File: config.mk
export PLATFORM = sky130hd
export DESIGN_NAME = va3d_queue
export DESIGN_NICKNAME = d
export VERILOG_FILES = /design/src/hw/rtl/va3d_pkg.sv /design/src/hw/rtl/va3d_queue.sv
export SDC_FILE = /design/constraint.sdc
export NUM_CORES = 1
export LEC_CHECK = 0
export BUFFER_PORTS_ARGS = -buffer_cell sky130_fd_sc_hd__buf_2
export CORE_UTILIZATION = 54
export CTS_BUF_LIST = sky130_fd_sc_hd__clkbuf_4
export DETAILED_ROUTE_END_ITERATION = 16
export PLACE_DENSITY_LB_ADDON = 0.1
export SYNTH_ARGS = -nofsm -noshare
export SYNTH_HDL_FRONTEND = slang
export SYNTH_SLANG_ARGS = --single-unit
File: constraint.sdc
create_clock -name clk -period 13.35 [get_ports clk]
set_input_delay 0 -clock clk [delete_from_list [all_inputs] [get_ports clk]]
set_output_delay 0 -clock clk [all_outputs]
set_load 0.02 [all_outputs]
File: src/hw/rtl/va3d_pkg.sv
// Package: shared types, constants and arctangent table for the vector angle unit
`timescale 1ns / 1ps
package va3d_pkg;

	localparam int COMPONENT_BITS_DEF = 16;
	localparam int FIELD_BITS = 16;
	localparam int ANGLE_BITS = 16;
	localparam int THRESH_BITS = 32;
	localparam int CORDIC_STEPS = 21;
	localparam int STEP_BITS = 5;
	localparam int CXY_BITS = 34;
	localparam int Z_BITS = 24;
	localparam logic [Z_BITS-1:0] PI_Q20 = 24'd3294199;
	localparam logic [ANGLE_BITS-1:0] HALF_PI_Q14 = 16'd25736;
	localparam logic [ANGLE_BITS-1:0] PI_Q14 = 16'd51472;
	localparam int QUEUE_DEPTH = 2;

	typedef struct packed {
		logic signed [FIELD_BITS-1:0] a_x;
		logic signed [FIELD_BITS-1:0] a_y;
		logic signed [FIELD_BITS-1:0] a_z;
		logic signed [FIELD_BITS-1:0] b_x;
		logic signed [FIELD_BITS-1:0] b_y;
		logic signed [FIELD_BITS-1:0] b_z;
	} va3d_in_t;

	typedef struct packed {
		logic [ANGLE_BITS-1:0] angle;
		logic                  degenerate;
	} va3d_out_t;

	// classified word handed from front to back
	typedef struct packed {
		logic        negative;
		logic [65:0] mag;
		logic [65:0] la;
		logic [65:0] lb;
	} va3d_job_t;

	function automatic logic [Z_BITS-1:0] atan_q20(input logic [STEP_BITS-1:0] i);
		logic [Z_BITS-1:0] r;
		unique case (i)
			5'd0: r = 24'd823550;
			5'd1: r = 24'd486170;
			5'd2: r = 24'd256879;
			5'd3: r = 24'd130396;
			5'd4: r = 24'd65451;
			5'd5: r = 24'd32757;
			5'd6: r = 24'd16383;
			5'd7: r = 24'd8192;
			5'd8: r = 24'd4096;
			5'd9: r = 24'd2048;
			5'd10: r = 24'd1024;
			5'd11: r = 24'd512;
			5'd12: r = 24'd256;
			5'd13: r = 24'd128;
			5'd14: r = 24'd64;
			5'd15: r = 24'd32;
			5'd16: r = 24'd16;
			5'd17: r = 24'd8;
			5'd18: r = 24'd4;
			5'd19: r = 24'd2;
			5'd20: r = 24'd1;
			default: r = '0;
		endcase
		return r;
	endfunction

endpackage

File: src/hw/rtl/va3d_queue.sv
// Short queue between front and back end
`timescale 1ns / 1ps
module va3d_queue #(
	parameter int DEPTH = va3d_pkg::QUEUE_DEPTH
) (
	input  logic                clk,
	input  logic                arst_n,
	input  logic                wr_valid,
	output logic                wr_stall,
	input  va3d_pkg::va3d_job_t wr_data,
	output logic                rd_valid,
	input  logic                rd_stall,
	output va3d_pkg::va3d_job_t rd_data
);
	localparam int AW = (DEPTH > 1) ? $clog2(DEPTH) : 1;

	va3d_pkg::va3d_job_t mem_q [DEPTH];
	logic [AW-1:0] wp_q, rp_q;
	logic [AW:0]   cnt_q;
	logic          push, pop;

	assign wr_stall = (cnt_q == (AW+1)'(DEPTH));
	assign rd_valid = (cnt_q != '0);
	assign rd_data  = mem_q[rp_q];
	assign push     = wr_valid && !wr_stall;
	assign pop      = rd_valid && !rd_stall;

	always_ff @(posedge clk or negedge arst_n) begin
		if (!arst_n) begin
			wp_q  <= '0;
			rp_q  <= '0;
			cnt_q <= '0;
		end else begin
			if (push) wp_q <= (wp_q == AW'(DEPTH-1)) ? '0 : wp_q + 1'b1;
			if (pop) rp_q <= (rp_q == AW'(DEPTH-1)) ? '0 : rp_q + 1'b1;
			cnt_q <= cnt_q + (AW+1)'(push) - (AW+1)'(pop);
		end
	end

	always_ff @(posedge clk) begin
		if (push) mem_q[wp_q] <= wr_data;
	end
endmodule

==> results of run 1 <==
per-stage QoR:
stage               hold WS, ns  std cells  cell area (µm²)  util, %
floorplan                -0.296        637            14700        -
global placement         -0.188       1365            16900     63.1
detailed placement       -0.187       1365            16900     63.1
cell families after synthesis:
logic type | count (synthesis)
mux | 199
fa+ha+maj | 2
flops | 402
simple gates | 6
xor+xnor | 4
buf+inv | 24
==> reports/metrics.cfg, run 1 <==
[cts]
cts-resized-gates=0
numCtsBuffers=101
cts_sinks=402
cts_setup_buffers=0
cts_root_buf=clkbuf_4
hold_buffers=309
cts_htree_levels=3
cts_buffer_depth=3

[place]
pre_cts_ws_ns=10.48
gp_congestion=0.766
place_hpwl_mm=19.2
numPortBuffers=403

[logic_synthesis]
yosysWarnings=0
synth_area_leaders=edfxtp_1, mux2_2, clkbuf_8
synth_mux_area_share_pct=15.2
synthTopCellsByCount=edfxtp_1, mux2_2, clkbuf_8
yosys.area_share.simple_pct=0.272
yosysTopAreaCellShare_pct=81.3
ys.flop_type=edfxtp_1
synth_area_leader_cell=edfxtp_1
netlist_area_um2=14700
synth_fa_ha_area_share_pct=0.170
synth_most_common_cell=edfxtp_1
synth_compound_area_share_pct=0
synth_top_family_by_area=multiplexers
yosysSeqAreaShare_pct=82.0
ys_types=15
synth-edff-count=398
syn-mean-instance-area_um2=23.1
synthCells=637
synth_xor_area_share_pct=0.238
ys_ff_latch=402
synth-async-reset-ratio_pct=0.995
synth_nets=842

[floorplan]
die_h_um=167
start_util_pct=54.8
pin_count=404
die_w_um=167
rows=60

[status]
stop_stage=clock tree synthesis (4_1_cts)
tool.error=[ERROR RSZ-0060] Max buffer count reached.
outcome=did not finish

==> inputs of run 2 (changes only) <==
--- a/config.mk
+++ b/config.mk
@@ -6,10 +6,9 @@
 export NUM_CORES = 1
 export LEC_CHECK = 0
 export BUFFER_PORTS_ARGS = -buffer_cell sky130_fd_sc_hd__buf_2
-export CORE_UTILIZATION = 54
-export CTS_BUF_LIST = sky130_fd_sc_hd__clkbuf_4
+export CORE_UTILIZATION = 40
 export DETAILED_ROUTE_END_ITERATION = 16
-export PLACE_DENSITY_LB_ADDON = 0.1
+export PLACE_DENSITY_LB_ADDON = 0.15
 export SYNTH_ARGS = -nofsm -noshare
 export SYNTH_HDL_FRONTEND = slang
 export SYNTH_SLANG_ARGS = --single-unit
==> run 2 against run 1 <==
Against the previous run:
- synthesized cell count stayed put
- the run now ends clean
- area after synthesis stayed put
==> reports/metrics.cfg, run 2 <==
[timing]
max_freq_mhz=297
final-hold-violation-count=0
setup_tns_ns=0
fin_hold_ws_ns=0.164
finClkSkew_ns=0.0135
setup_slack_ns=9.98
finalCritPeriodShare_pct=25.2
setup_viol=0
rsz0062_at_grt=false
tightest_slew_ns=1.10
fin_crit_ns=3.37
final_max_slew_viol_count=0
maxSlewHeadroom_pct=26.7

[logic_synthesis]
yosysSeqAreaShare_pct=82.0  ; unchanged
syn-mean-instance-area_um2=23.1  ; unchanged
synth_area_leader_cell=edfxtp_1
synthCells=637  ; unchanged
ys_ff_latch=402  ; unchanged
synth_area_leaders=edfxtp_1, mux2_2, clkbuf_8
yosysWarnings=0  ; unchanged
synth-edff-count=398  ; unchanged
netlist_area_um2=14700  ; unchanged
synth_most_common_cell=edfxtp_1
synth-async-reset-ratio_pct=0.995  ; unchanged
ys_types=15  ; unchanged
synthTopCellsByCount=edfxtp_1, mux2_2, clkbuf_8
ys.flop_type=edfxtp_1
yosysTopAreaCellShare_pct=81.3  ; unchanged
synth_nets=842  ; unchanged

[power_and_ir_drop]
ir_drop_mv=0.132
p_leak_nw=7.68
power_density_nw_per_um2=211
seq_power_share_pct=42.1
switchingPower_mw=1.40
switching_share_pct=32.5
p_total_mw=4.31
internal_power_mw=2.91
power_frac_clock_pct=25.2
combPwrFrac_pct=32.7

[floorplan]
rows=69  ; +15%
core-area_um2=35800
pin_count=404  ; unchanged
dieArea_um2=37500
start_util_pct=41.0  ; -14 points
die_w_um=194  ; +16%
die_h_um=194  ; +16%

[cells_and_area]
top_register=mem_q
largest_reg_flops=398
final_cell_mix=buf_2, edfxtp_1, dlygate4sd3_1, mux2_2, clkbuf_16
final_cell_area_um2=20400
drive_above_1_share_pct=51.2
nNetsFinal=1478
area_growth_syn_to_layout_pct=38.7
final_common_cell=buf_2
layout_top_registers=mem_q: 398 flops, cnt_q: 2 flops

[detailed_routing]
routed_via_density=4.62
vias=8162
drtIter0Drc=258
drtPass1Iterations=6
drc=0
wl_per_cell_um=17.7
drtAntennaViolNets=0
wirelength_mm=31.3

[critical_path]
crit_required_ns=13.51
slowest_stage=nor2_4
cp_common_cell=buf_4
critPathBufInv=2
critPathLaunchType=register
critical-path-top-delay-family=buffers and inverters
end_kind=register
crit_arrival_ns=3.53
critPathMaxFanout=70
path_class=register to register
cp_cell_sequence=nand2b_1 -> nand2_1 -> nor2_4 -> buf_4 -> buf_4
cp_slowest_stage_delay_ns=0.82

[place]
dpl_cell_area_um2=17100  ; +0.86%
numPortBuffers=403  ; unchanged
place_hpwl_mm=19.3  ; +0.78%
gp_congestion=0.712  ; -7.0%
pre_cts_ws_ns=9.89  ; -0.591 ns

[status]
outcome=finished, final reports clean

[cts]
cts_tree=yes
cts_htree_levels=2  ; -1
clk_pin_slew_ns=0.06
cts_sinks=402  ; unchanged
numCtsBuffers=43  ; -57%
cts-resized-gates=0  ; unchanged
cts_buffer_depth=3  ; unchanged
cts_root_buf=clkbuf_16
worstSkewPairLatency_ns=0.55

[grt]
grt_overflow=0
grt_pass1_wl_mm=48.3
first_global_vias=8764
grt_max_degree=79
antenna_found_initial=1
grt_use_total_pct=16.7

[job]
drv_cap=0

[worst_hold_path]
min_path_type=input pin to register

-- run 2: cell counts after synthesis --
No cell type changed its count.
-- run 2: per-stage QoR --
step | std cells | util, %
after detailed placement | 1486 | 47.6
after floorplan | 637 | -
final | 1765 | 56.9
after global placement | 1486 | 47.6
after CTS | 1764 | 56.9
after global routing | 1765 | 56.9
-- run 2: per-layer routing --
layer | share of wire [%] | global-route usage (%) | vias to the layer above
met5 | 0 | 0 | -
met4 | 2.8 | 6.67 | 0
met3 | 8.7 | 5.95 | 61
met2 | 47 | 27.3 | 297
met1 | 41 | 20.1 | 3966
li1 | - | - | 3838
-- run 2: cell type report --
class	instances	area [µm²]
multi-input combinational	211	2350
timing repair buffer	613	4100
fill	2766	15500
clock buffer	56	1170
antenna	1	2.50
tap	461	577
inverter	2	7.51
sequential	402	12100
clock inverter	19	113
-- run 2: timing repair --
action / in CTS / in global routing
setup endpoints to repair: 0 / 0
hold buffers: 203 / 0
endpoints found under the hold margin: 404 / 0
setup buffers: 0 / 0
-- run 2: power by group through the flow --
stage	registers, mW	clock network [mW]	logic (mW)
detailed placement	1.84	0	1.38
floorplan	1.87	0	1.01
CTS	1.82	1.12	1.44
finish	1.81	1.09	1.41
global route	1.84	1.16	1.51
global placement	1.83	0	1.39
-- run 2: final timing paths --
| path | depth (start not counted) | end | startpoint | slack, ns |
|---|---|---|---|---|
| hold / removal | 2 | mem_q[1][187]$_DFFE_PP_ | wr_data[187] | 0.16 |
| min in group asynchronous | 3 | wp_q$_DFFE_PN0P_ | arst_n | 0.36 |
| max in group asynchronous | 3 | rp_q$_DFFE_PN0P_ | arst_n | 12.80 |
| setup / recovery | 5 | mem_q[0][151]$_DFFE_PP_ | cnt_q[1]$_DFF_PN0_ | 9.98 |
| setup reg to reg | 5 | mem_q[0][151]$_DFFE_PP_ | cnt_q[1]$_DFF_PN0_ | 9.98 |
| hold reg to reg | 1 | cnt_q[1]$_DFF_PN0_ | cnt_q[1]$_DFF_PN0_ | 0.49 |
-- run 2: logic make-up after synthesis --
logic type | count (synthesis) | share of synthesized area [%]
buffers and inverters | 24 | 2.06
adders and majority gates | 2 | 0.170
xor gates and xnor gates | 4 | 0.238
muxes | 199 | 15.2
and+or+nand+nor | 6 | 0.272
DFF | 402 | 82.0
Note: power is estimated with default switching activity, not from simulation.
